File: config.mk
export PLATFORM = sky130hd
export DESIGN_NAME = console_line_editor_core
export DESIGN_NICKNAME = d
export VERILOG_FILES = /design/src/cle_pkg.sv /design/src/cle_dp.sv /design/src/cle_ctrl.sv /design/src/console_line_editor_core.sv
export SDC_FILE = /design/constraint.sdc
export NUM_CORES = 2
export LEC_CHECK = 0
export BUFFER_PORTS_ARGS = -buffer_cell sky130_fd_sc_hd__buf_4
export CAP_MARGIN = 20
export CORE_ASPECT_RATIO = 1.75
export CORE_MARGIN = 5
export CORE_UTILIZATION = 40
export CTS_CLUSTER_DIAMETER = 200
export DETAILED_ROUTE_END_ITERATION = 10
export GPL_TIMING_DRIVEN = 0
export MAX_ROUTING_LAYER = met4
export PLACE_DENSITY_LB_ADDON = 0.25
export SLEW_MARGIN = 10
export SYNTH_ARGS = -nofsm -noshare
export SYNTH_HDL_FRONTEND = slang
export SYNTH_SLANG_ARGS = --single-unit
File: constraint.sdc
create_clock -name clk -period 7 [get_ports clk]
set_clock_uncertainty 0.15 [all_clocks]
set_input_delay 2.1 -clock clk [delete_from_list [all_inputs] [get_ports clk]]
set_output_delay 2.1 -clock clk [all_outputs]
set_load 0.01 [all_outputs]
File: src/cle_pkg.sv
// Shared types and character constants of the console line editor.
package cle_pkg;

  // Control and special characters
  localparam logic [7:0] CH_NUL    = 8'h00;
  localparam logic [7:0] CH_CTRL_D = 8'h04;
  localparam logic [7:0] CH_BS     = 8'h08;
  localparam logic [7:0] CH_LF     = 8'h0a;
  localparam logic [7:0] CH_CR     = 8'h0d;
  localparam logic [7:0] CH_CTRL_P = 8'h10;
  localparam logic [7:0] CH_CTRL_U = 8'h15;
  localparam logic [7:0] CH_DEL    = 8'h7f;

  // Largest erase reported in one result
  localparam int ERASE_CHUNK = 128;

  typedef enum logic [1:0] {
    KIND_ECHO  = 2'd0,
    KIND_ERASE = 2'd1,
    KIND_READ  = 2'd2,
    KIND_NONE  = 2'd3
  } kind_t;

  typedef enum logic [1:0] {
    CLS_IGNORE,
    CLS_KILL,
    CLS_ERASE,
    CLS_STORE
  } chr_cls_t;

  // Datapath operations issued by the controller, one per cycle
  typedef enum logic [3:0] {
    OP_NONE,
    OP_LATCH,
    OP_ECHO,
    OP_BACKSPACE,
    OP_EMPTY,
    OP_KILL_START,
    OP_KILL_STEP,
    OP_KILL_EMIT,
    OP_RD_START,
    OP_RD_TAKE,
    OP_RD_TAKE_LAST,
    OP_PEND_MORE,
    OP_PEND_LAST,
    OP_RD_EOF
  } op_t;

  // Datapath status seen by the controller
  typedef struct packed {
    logic     req_read;
    chr_cls_t cls;
    logic     edit_at_commit;
    logic     has_room;
    logic     rd_none;
    logic     q_is_lf;
    logic     q_is_eot;
    logic     prev_at_commit;
    logic     count_zero;
    logic     chunk_last;
    logic     pend_valid;
    logic     rd_final;
    logic     out_free;
  } cle_status_t;

endpackage

File: src/cle_dp.sv
// Datapath: line store, buffer indices, read and erase counters, result register.
module cle_dp #(
  parameter int BUFFER_DEPTH = 128,
  parameter int MAX_READ     = 64
) (
  input  logic                 clk,
  input  logic                 rst_n,
  input  logic                 in_req_type,
  input  logic [7:0]           in_rx_char,
  input  logic [6:0]           in_read_len,
  input  cle_pkg::op_t         op,
  output cle_pkg::cle_status_t status,
  output logic                 out_valid,
  input  logic                 out_stall,
  output logic [1:0]           out_kind,
  output logic [7:0]           out_data,
  output logic [7:0]           out_erase_count,
  output logic                 out_line_ready,
  output logic                 out_last
);
  import cle_pkg::*;

  localparam int WRAP = 2 * BUFFER_DEPTH;
  localparam int IW   = $clog2(WRAP);
  localparam int SW   = $clog2(BUFFER_DEPTH);
  localparam int CW   = $clog2(BUFFER_DEPTH + 1);
  localparam int GW   = $clog2(MAX_READ + 1);
  localparam int XW   = CW + 8;
  localparam logic [IW-1:0] IDX_LAST  = IW'(WRAP - 1);
  localparam logic [IW-1:0] IDX_DEPTH = IW'(BUFFER_DEPTH);

  // Index helpers, indices count modulo twice the depth
  function automatic logic [IW-1:0] idx_next(logic [IW-1:0] v);
    return (v == IDX_LAST) ? '0 : v + IW'(1);
  endfunction

  function automatic logic [IW-1:0] idx_prev(logic [IW-1:0] v);
    return (v == '0) ? IDX_LAST : v - IW'(1);
  endfunction

  function automatic logic [SW-1:0] idx_slot(logic [IW-1:0] v);
    return (v >= IDX_DEPTH) ? SW'(v - IDX_DEPTH) : SW'(v);
  endfunction

  function automatic logic [IW-1:0] idx_fill(logic [IW-1:0] hi, logic [IW-1:0] lo);
    logic [IW:0] wrapped;
    wrapped = {1'b0, hi} + (IW+1)'(WRAP) - {1'b0, lo};
    return (hi >= lo) ? (hi - lo) : wrapped[IW-1:0];
  endfunction

  function automatic chr_cls_t classify(logic [7:0] c);
    chr_cls_t cls;
    if (c == CH_NUL || c == CH_CTRL_P) begin
      cls = CLS_IGNORE;
    end else if (c == CH_CTRL_U) begin
      cls = CLS_KILL;
    end else if (c == CH_BS || c == CH_DEL) begin
      cls = CLS_ERASE;
    end else begin
      cls = CLS_STORE;
    end
    return cls;
  endfunction

  logic [7:0] store_mem [BUFFER_DEPTH];
  logic [7:0] mem_q;

  logic [IW-1:0] read_idx_r, read_idx_nxt;
  logic [IW-1:0] commit_idx_r, commit_idx_nxt;
  logic [IW-1:0] edit_idx_r, edit_idx_nxt;
  logic          req_r, req_nxt;
  logic [7:0]    char_r, char_nxt;
  logic [GW-1:0] limit_r, limit_nxt;
  logic [GW-1:0] got_r, got_nxt;
  logic [CW-1:0] count_r, count_nxt;
  logic          pend_valid_r, pend_valid_nxt;
  logic [7:0]    pend_data_r, pend_data_nxt;

  logic          out_valid_r, out_valid_nxt;
  logic [1:0]    out_kind_r, out_kind_nxt;
  logic [7:0]    out_data_r, out_data_nxt;
  logic [7:0]    out_erase_r, out_erase_nxt;
  logic          out_ready_r, out_ready_nxt;
  logic          out_last_r, out_last_nxt;
  logic          out_load;

  logic          rd_en;
  logic [SW-1:0] rd_addr;
  logic          wr_en;
  logic [SW-1:0] wr_addr;
  logic [7:0]    wr_data;

  logic [IW-1:0] edit_prev, edit_prev2, edit_next, read_next;
  logic [7:0]    store_char;
  logic          commit_now;
  logic [GW-1:0] len_limit;
  logic [GW-1:0] got_inc;
  logic [XW-1:0] count_ext;
  logic [7:0]    part;

  // Neighbor indices and derived values
  assign edit_prev  = idx_prev(edit_idx_r);
  assign edit_prev2 = idx_prev(edit_prev);
  assign edit_next  = idx_next(edit_idx_r);
  assign read_next  = idx_next(read_idx_r);
  assign store_char = (char_r == CH_CR) ? CH_LF : char_r;
  assign commit_now = (store_char == CH_LF) || (store_char == CH_CTRL_D) ||
                      (idx_fill(edit_next, read_idx_r) == IDX_DEPTH);
  assign len_limit  = (in_read_len > 7'(MAX_READ)) ? GW'(MAX_READ) : GW'(in_read_len);
  assign got_inc    = got_r + GW'(1);
  assign count_ext  = XW'(count_r);
  assign part       = (count_ext > XW'(ERASE_CHUNK)) ? 8'(ERASE_CHUNK) : 8'(count_ext);

  // Status toward the controller
  always_comb begin
    status.req_read       = req_r;
    status.cls            = classify(char_r);
    status.edit_at_commit = (edit_idx_r == commit_idx_r);
    status.has_room       = (idx_fill(edit_idx_r, read_idx_r) < IDX_DEPTH);
    status.rd_none        = (limit_r == '0) || (read_idx_r == commit_idx_r);
    status.q_is_lf        = (mem_q == CH_LF);
    status.q_is_eot       = (mem_q == CH_CTRL_D);
    status.prev_at_commit = (edit_prev == commit_idx_r);
    status.count_zero     = (count_r == '0);
    status.chunk_last     = (count_ext <= XW'(ERASE_CHUNK));
    status.pend_valid     = pend_valid_r;
    status.rd_final       = (mem_q == CH_LF) || (got_inc == limit_r) ||
                            (read_next == commit_idx_r);
    status.out_free       = !out_valid_r || !out_stall;
  end

  // Operation decode
  always_comb begin
    read_idx_nxt   = read_idx_r;
    commit_idx_nxt = commit_idx_r;
    edit_idx_nxt   = edit_idx_r;
    req_nxt        = req_r;
    char_nxt       = char_r;
    limit_nxt      = limit_r;
    got_nxt        = got_r;
    count_nxt      = count_r;
    pend_valid_nxt = pend_valid_r;
    pend_data_nxt  = pend_data_r;
    out_load       = 1'b0;
    out_kind_nxt   = KIND_NONE;
    out_data_nxt   = 8'd0;
    out_erase_nxt  = 8'd0;
    out_ready_nxt  = 1'b0;
    out_last_nxt   = 1'b1;
    rd_en          = 1'b0;
    rd_addr        = idx_slot(read_idx_r);
    wr_en          = 1'b0;
    wr_addr        = idx_slot(edit_idx_r);
    wr_data        = store_char;
    case (op)
      OP_LATCH: begin
        req_nxt   = in_req_type;
        char_nxt  = in_rx_char;
        limit_nxt = len_limit;
      end
      OP_ECHO: begin
        wr_en         = 1'b1;
        edit_idx_nxt  = edit_next;
        if (commit_now) begin
          commit_idx_nxt = edit_next;
        end
        out_load      = 1'b1;
        out_kind_nxt  = KIND_ECHO;
        out_data_nxt  = store_char;
        out_ready_nxt = commit_now;
      end
      OP_BACKSPACE: begin
        edit_idx_nxt  = edit_prev;
        out_load      = 1'b1;
        out_kind_nxt  = KIND_ERASE;
        out_erase_nxt = 8'd1;
      end
      OP_EMPTY: begin
        out_load = 1'b1;
      end
      OP_KILL_START: begin
        rd_en     = 1'b1;
        rd_addr   = idx_slot(edit_prev);
        count_nxt = '0;
      end
      OP_KILL_STEP: begin
        // mem_q holds the byte just before the edit point
        if (mem_q != CH_LF) begin
          edit_idx_nxt = edit_prev;
          count_nxt    = count_r + CW'(1);
          rd_en        = 1'b1;
          rd_addr      = idx_slot(edit_prev2);
        end
      end
      OP_KILL_EMIT: begin
        out_load      = 1'b1;
        out_kind_nxt  = KIND_ERASE;
        out_erase_nxt = part;
        out_last_nxt  = status.chunk_last;
        count_nxt     = CW'(count_ext - XW'(part));
      end
      OP_RD_START: begin
        rd_en          = 1'b1;
        got_nxt        = '0;
        pend_valid_nxt = 1'b0;
      end
      OP_RD_TAKE: begin
        // hold the byte until the next one shows whether it ends the read
        pend_data_nxt  = mem_q;
        pend_valid_nxt = 1'b1;
        read_idx_nxt   = read_next;
        got_nxt        = got_inc;
        rd_en          = 1'b1;
        rd_addr        = idx_slot(read_next);
      end
      OP_RD_TAKE_LAST: begin
        read_idx_nxt = read_next;
        out_load     = 1'b1;
        out_kind_nxt = KIND_READ;
        out_data_nxt = mem_q;
      end
      OP_PEND_MORE: begin
        pend_valid_nxt = 1'b0;
        out_load       = 1'b1;
        out_kind_nxt   = KIND_READ;
        out_data_nxt   = pend_data_r;
        out_last_nxt   = 1'b0;
      end
      OP_PEND_LAST: begin
        pend_valid_nxt = 1'b0;
        out_load       = 1'b1;
        out_kind_nxt   = KIND_READ;
        out_data_nxt   = pend_data_r;
      end
      OP_RD_EOF: begin
        // end of file at the head of the read: consume it
        read_idx_nxt = read_next;
        out_load     = 1'b1;
      end
      default: begin
      end
    endcase
  end

  assign out_valid_nxt = out_load || (out_valid_r && out_stall);

  // Line store, registered read
  always_ff @(posedge clk) begin
    if (wr_en) begin
      store_mem[wr_addr] <= wr_data;
    end
    if (rd_en) begin
      mem_q <= store_mem[rd_addr];
    end
  end

  // Control registers
  always_ff @(posedge clk) begin
    if (!rst_n) begin
      read_idx_r   <= '0;
      commit_idx_r <= '0;
      edit_idx_r   <= '0;
      pend_valid_r <= 1'b0;
      out_valid_r  <= 1'b0;
    end else begin
      read_idx_r   <= read_idx_nxt;
      commit_idx_r <= commit_idx_nxt;
      edit_idx_r   <= edit_idx_nxt;
      pend_valid_r <= pend_valid_nxt;
      out_valid_r  <= out_valid_nxt;
    end
  end

  // Payload registers
  always_ff @(posedge clk) begin
    req_r       <= req_nxt;
    char_r      <= char_nxt;
    limit_r     <= limit_nxt;
    got_r       <= got_nxt;
    count_r     <= count_nxt;
    pend_data_r <= pend_data_nxt;
    if (out_load) begin
      out_kind_r  <= out_kind_nxt;
      out_data_r  <= out_data_nxt;
      out_erase_r <= out_erase_nxt;
      out_ready_r <= out_ready_nxt;
      out_last_r  <= out_last_nxt;
    end
  end

  assign out_valid       = out_valid_r;
  assign out_kind        = out_kind_r;
  assign out_data        = out_data_r;
  assign out_erase_count = out_erase_r;
  assign out_line_ready  = out_ready_r;
  assign out_last        = out_last_r;

endmodule

File: src/cle_ctrl.sv
// Controller: state machine that sequences edit, kill and read operations.
module cle_ctrl (
  input  logic                 clk,
  input  logic                 rst_n,
  input  logic                 in_valid,
  output logic                 in_stall,
  input  cle_pkg::cle_status_t status,
  output cle_pkg::op_t         op
);
  import cle_pkg::*;

  typedef enum logic [4:0] {
    ST_IDLE    = 5'b00001,
    ST_DECODE  = 5'b00010,
    ST_KILL    = 5'b00100,
    ST_KEMIT   = 5'b01000,
    ST_RD_LOOK = 5'b10000
  } state_t;

  state_t state_r, state_nxt;

  assign in_stall = (state_r != ST_IDLE);

  // Next state and operation
  always_comb begin
    state_nxt = state_r;
    op        = OP_NONE;
    case (state_r)
      ST_IDLE: begin
        if (in_valid) begin
          op        = OP_LATCH;
          state_nxt = ST_DECODE;
        end
      end
      ST_DECODE: begin
        if (status.req_read) begin
          if (status.rd_none) begin
            if (status.out_free) begin
              op        = OP_EMPTY;
              state_nxt = ST_IDLE;
            end
          end else begin
            op        = OP_RD_START;
            state_nxt = ST_RD_LOOK;
          end
        end else begin
          case (status.cls)
            CLS_IGNORE: state_nxt = ST_IDLE;
            CLS_KILL: begin
              if (status.edit_at_commit) begin
                state_nxt = ST_IDLE;
              end else begin
                op        = OP_KILL_START;
                state_nxt = ST_KILL;
              end
            end
            CLS_ERASE: begin
              if (status.edit_at_commit) begin
                state_nxt = ST_IDLE;
              end else if (status.out_free) begin
                op        = OP_BACKSPACE;
                state_nxt = ST_IDLE;
              end
            end
            CLS_STORE: begin
              if (!status.has_room) begin
                state_nxt = ST_IDLE;
              end else if (status.out_free) begin
                op        = OP_ECHO;
                state_nxt = ST_IDLE;
              end
            end
            default: state_nxt = ST_IDLE;
          endcase
        end
      end
      ST_KILL: begin
        // walk back one entry a cycle until a newline or the commit point
        op = OP_KILL_STEP;
        if (status.q_is_lf || status.prev_at_commit) begin
          state_nxt = ST_KEMIT;
        end
      end
      ST_KEMIT: begin
        if (status.count_zero) begin
          state_nxt = ST_IDLE;
        end else if (status.out_free) begin
          op = OP_KILL_EMIT;
          if (status.chunk_last) begin
            state_nxt = ST_IDLE;
          end
        end
      end
      ST_RD_LOOK: begin
        if (status.pend_valid) begin
          if (status.out_free) begin
            if (status.q_is_eot) begin
              op        = OP_PEND_LAST;
              state_nxt = ST_IDLE;
            end else begin
              op = OP_PEND_MORE;
            end
          end
        end else if (status.q_is_eot) begin
          if (status.out_free) begin
            op        = OP_RD_EOF;
            state_nxt = ST_IDLE;
          end
        end else if (status.rd_final) begin
          if (status.out_free) begin
            op        = OP_RD_TAKE_LAST;
            state_nxt = ST_IDLE;
          end
        end else begin
          op = OP_RD_TAKE;
        end
      end
      default: state_nxt = ST_IDLE;
    endcase
  end

  always_ff @(posedge clk) begin
    if (!rst_n) begin
      state_r <= ST_IDLE;
    end else begin
      state_r <= state_nxt;
    end
  end

endmodule

File: src/console_line_editor_core.sv
// Top level of the console line editor: controller plus datapath.
// One request is worked at a time. A received byte is accepted, then acted on;
// a Control-U walks back over the bytes to erase until a newline or the commit
// point, then reports the erase in results of up to 128 characters each; in a read,
// each byte costs one registered read of the line store's read port and a
// step to hand it to the result register. The next request is accepted once the
// last result of the previous one sits in the result register, or once a request
// that yields no result is decoded. The line store is not cleared after reset;
// only bytes already written are ever read back.
module console_line_editor_core #(
  parameter int BUFFER_DEPTH = 128,
  parameter int MAX_READ     = 64
) (
  input  logic       clk,
  input  logic       rst_n,
  input  logic       in_valid,
  output logic       in_stall,
  input  logic       in_req_type,
  input  logic [7:0] in_rx_char,
  input  logic [6:0] in_read_len,
  output logic       out_valid,
  input  logic       out_stall,
  output logic [1:0] out_kind,
  output logic [7:0] out_data,
  output logic [7:0] out_erase_count,
  output logic       out_line_ready,
  output logic       out_last
);
  import cle_pkg::*;

  op_t         op;
  cle_status_t status;

  // Sequencer
  cle_ctrl u_ctrl (
    .clk      (clk),
    .rst_n    (rst_n),
    .in_valid (in_valid),
    .in_stall (in_stall),
    .status   (status),
    .op       (op)
  );

  // Store, indices and result register
  cle_dp #(
    .BUFFER_DEPTH (BUFFER_DEPTH),
    .MAX_READ     (MAX_READ)
  ) u_dp (
    .clk             (clk),
    .rst_n           (rst_n),
    .in_req_type     (in_req_type),
    .in_rx_char      (in_rx_char),
    .in_read_len     (in_read_len),
    .op              (op),
    .status          (status),
    .out_valid       (out_valid),
    .out_stall       (out_stall),
    .out_kind        (out_kind),
    .out_data        (out_data),
    .out_erase_count (out_erase_count),
    .out_line_ready  (out_line_ready),
    .out_last        (out_last)
  );

endmodule

==> summary.txt <==
Worst setup path
  – Buffers plus inverters on the worst setup path: 5
  – Req. time, crit path: 7.38 ns
  – Max stage delay on crit path: 0.46 ns
  – R2R Setup Slk: 0.03 ns
  – Setup crit start kind: primary input
  – Slowest cell on the critical path: buf_2
  – Nature of the critical path endpoint: flop
  – Reg2Reg Depth: 17
  – Critical path fanouts, max: 10
  – Crit-path most repeated cell: buf_2
  – Reg2reg end: u_dp.mem_q[7]
  – Delay-heaviest family, CP: compound AO/OA/AOI/OAI gates
  – Type of the worst setup path: primary input to flop
  – Worst reg2reg path startpoint: u_dp.read_idx_r[1]
  – Worst path cell trace: buf_4 > and2_2 > nor4b_2 > o21ai_0 > and2_4 > o21ai_0 > nor4_1 > nand4_1 > and2_1 > buf_2 > buf_2 > buf_2 > buf_2 > nand2_1 > a31oi_1 > o22a_1 > a41oi_1 > a32oi_1
  – Arr. time, crit path: 7.40 ns

Placed design
  – PortBufs: 41
  – Post-placement cell count: 5,321
  – Hpwl dp: 131.5 mm
  – Routability congestion estimate: 1.001

Power and ir drop
  – Cell-internal power: 11.59 mW
  – Max IR drop VDD: 0.2111 mV
  – Leakage: 18.35 nW
  – Final Power: 15.67 mW
  – Combinational share of power: 12.7%
  – Pwr Density: 286.5 nW/um^2
  – Seq pwr share: 50.2%
  – Sw Share: 26.08%
  – Clk pwr share: 37.2%
  – Net Switching: 4.088 mW

Routing
  – Vias per cell: 6.088
  – Drt pass-1 iters: 10
  – Vias: 33,520
  – ANT nets after route: 0
  – DRC: 0
  – DR iter-0 viols: 3,549
  – Final WL: 178.1 mm
  – Wire per inst: 32.34 um

GRT
  – Global-route wire length before repair: 245.6 mm
  – Initial antenna violation count: 4
  – Largest net degree at the start of global routing: 81
  – Vias in the first global route: 33,360
  – GR Util All Layers: 28.08%
  – Remaining Overflow, GRT: 0

CTS
  – Clk root buf: clkbuf_16
  – Clock sink count: 1,122
  – Worst skew pair latency: 0.74 ns
  – CTS clock-pin slew for the worst setup and hold paths: 0.07 ns
  – Hold-fix buffers, CTS: 0
  – Total CTS buffers: 98
  – H-Tree Depth: 3
  – Clk buf depth: 3
  – CTS tree: built

STA
  – Worst-margin pin slew: 1.270 ns
  – Final Critical Period: 7.022 ns
  – Unrepaired setup endpoints after global routing: false
  – Final setup viols: 1
  – Maximum clock frequency: 0.1424 GHz
  – Fin crit share: 100.3%
  – Slew margin rel.: 15.31%
  – Final hold vios: 0
  – Final setup margin: -0.02176 ns
  – Slew Limit Fails: 0

Floorplanning
  – Core box area: 119,600 sq um
  – Row count: 168
  – Die width: 272 um
  – Die height: 468.5 um
  – Die ar.: 127,400 sq um
  – Starting Density: 40.17%
  – Num ports: 42

Finish
  – Post-route insts no fill: 5,506
  – Filler Cells Inserted: 10,810
  – Fraction of layout cells with a size suffix above 1: 10.95%
  – Layout Nets: 3,940
  – Area grow syn2layout: 13.86%

Yosys
  – #FFs+latches synth: 1,122
  – Async set-reset flop share out of synthesis: 0%
  – Most used DFF post-synth: edfxtp_1
  – Yosys cell types: 97
  – Synth area leader: edfxtp_1
  – Synth cell count leaders: edfxtp_1, nand2_1, nor2_1
  – Register area share after synthesis: 69.47%
  – Mapped Cells: 3,717
  – Synth warn: 0
  – Top-area cell type share of the netlist area: 68.18%
  – Post-Syn Nets: 3,765
  – Top-count cell post-synth: edfxtp_1
  – Synthesized cell area: 48,050 sq um
  – EDFF count, synth: 1,091
  – Synthesized area per cell: 12.93 sq um
  – Synth top area cells: edfxtp_1, nand2_1, a211oi_1

Hold path
  – Worst hold path endpoint: u_dp.pend_data_r[0]
  – HP Start: u_dp.mem_q[0]
  – Hold Path Class: flop to flop
  – WHS Path Cells: 0

Status
  – Run status: complete, but fails checks
  – Failing checks: negative setup slack

Flow run
  – Number of max-cap violations: 0
==> logic make-up (layout without fill, tap and decap cells) <==
group | count (synthesis) | in the layout | share of synthesized area [%]
flops | 1122 | 1122 | 69.47
buf+inv | 286 | 540 | 2.534
xor+xnor | 66 | 66 | 1.289
fa+ha+maj | 29 | 29 | 0.7812
compound gates | 702 | 702 | 10.33
other cells | 0 | 5 | 0
simple gates | 1471 | 1471 | 14.74
mux | 41 | 41 | 0.8567
==> layout by cell type, fill, tap and decap left out, types with 12 or more instances in the layout <==
| master | instances |
|---|---|
| a2111oi_0 | 21 |
| a211oi_1 | 175 |
| a21o_1 | 21 |
| a21oi_1 | 125 |
| a22oi_1 | 15 |
| a31oi_1 | 100 |
| a32oi_1 | 16 |
| and2_1 | 42 |
| and3_1 | 200 |
| buf_1 | 17 |
| buf_16 | 13 |
| buf_2 | 84 |
| buf_4 | 52 |
| bufinv_16 | 16 |
| clkbuf_1 | 124 |
| clkbuf_16 | 102 |
| clkbuf_2 | 30 |
| clkinv_1 | 16 |
| clkinv_2 | 20 |
| dfxtp_1 | 31 |
| edfxtp_1 | 1091 |
| ha_1 | 26 |
| inv_1 | 25 |
| mux2i_1 | 40 |
| nand2_1 | 629 |
| nand2b_1 | 12 |
| nand3_1 | 171 |
| nand4_1 | 37 |
| nor2_1 | 200 |
| nor2b_1 | 27 |
| nor3_1 | 30 |
| o21ai_0 | 52 |
| o21bai_1 | 15 |
| o22a_1 | 16 |
| o22ai_1 | 22 |
| or3_1 | 17 |
| or4_1 | 14 |
| xnor2_1 | 45 |
| xor2_1 | 18 |
==> cell type report <==
type | count | area [sq um] | share of cell area [%]
diodes | 5 | 12.51 | 0.02287
clock buffers | 116 | 2615 | 4.780
plain buffers | 257 | 1204 | 2.200
repair buffers | 78 | 948.4 | 1.733
flip-flops and latches | 1122 | 33380 | 61.01
inverters | 26 | 101.3 | 0.1852
clock inverters | 63 | 763.2 | 1.395
multi-input cells | 2309 | 13770 | 25.17
well taps | 1530 | 1914 | 3.499
==> routing by layer <==
layer	routed length (um)	GRT usage, %
met5	0	-
met4	21580	26.31
met2	91020	49.09
met1	53610	25.77
met3	11870	4.637
==> metrics by stage <==
stage | instance area [sq um] | utilization (%) | hold slack (ns) | setup WS (ns) | setup TNS [ns]
after floorplan | 48050 | - | 0.3014 | 1.405 | 0
after global placement | 50270 | 42.03 | 0.3418 | -4.235 | -1142.00
after detailed placement | 50970 | 42.62 | 0.3476 | -2.581 | -44.73
after CTS | 54600 | 45.65 | 0.3435 | 0.001859 | 0
after global routing | 54710 | 45.74 | 0.3586 | 0.01336 | 0
final | 54710 | 45.74 | 0.3537 | -0.02176 | -0.02176
==> worst max-delay path by stage <==
stage,from,to,slack [ns],cells after the start
floorplan,out_stall,u_dp.mem_q[6],1.41,18
global placement,u_dp.char_r[0],u_dp.store_mem[85][0],-4.23,4
detailed placement,out_stall,u_dp.mem_q[7],-2.58,19
CTS,out_stall,u_dp.mem_q[4],0.002,18
global route,u_dp.edit_idx_r[0],u_dp.mem_q[4],0.01,19
finish,out_stall,u_dp.mem_q[3],-0.02,18
==> sequential cells by signal (all words and copies together) (netlist names), 8 cells and up <==
register / count
u_dp.pend_data_r: 8
u_dp.store_mem: 1024
u_dp.out_data: 8
u_dp.edit_idx_r: 8
u_dp.out_erase_count: 8
u_dp.char_r: 8
u_dp.read_idx_r: 8
u_dp.count_r: 8
u_dp.mem_q: 8
u_dp.commit_idx_r: 8
==> power groups by stage <==
stage	registers [mW]	clock network [mW]	logic, mW
floorplan	8.05	0	0.886
global placement	8.18	0	1.73
detailed placement	8.01	0	1.93
CTS	7.86	5.84	1.95
global route	7.87	6.11	2.05
finish	7.86	5.82	1.99
==> repair_timing <==
| item | CTS | global route |
|---|---|---|
| pin swaps | 1 | 2 |
| setup buffers | 1 | 1 |
| gates resized for setup | 73 | 37 |
| cloned | 0 | 0 |
| setup endpoints to repair | 8 | 8 |
Note: power is estimated with default switching activity, not from simulation.
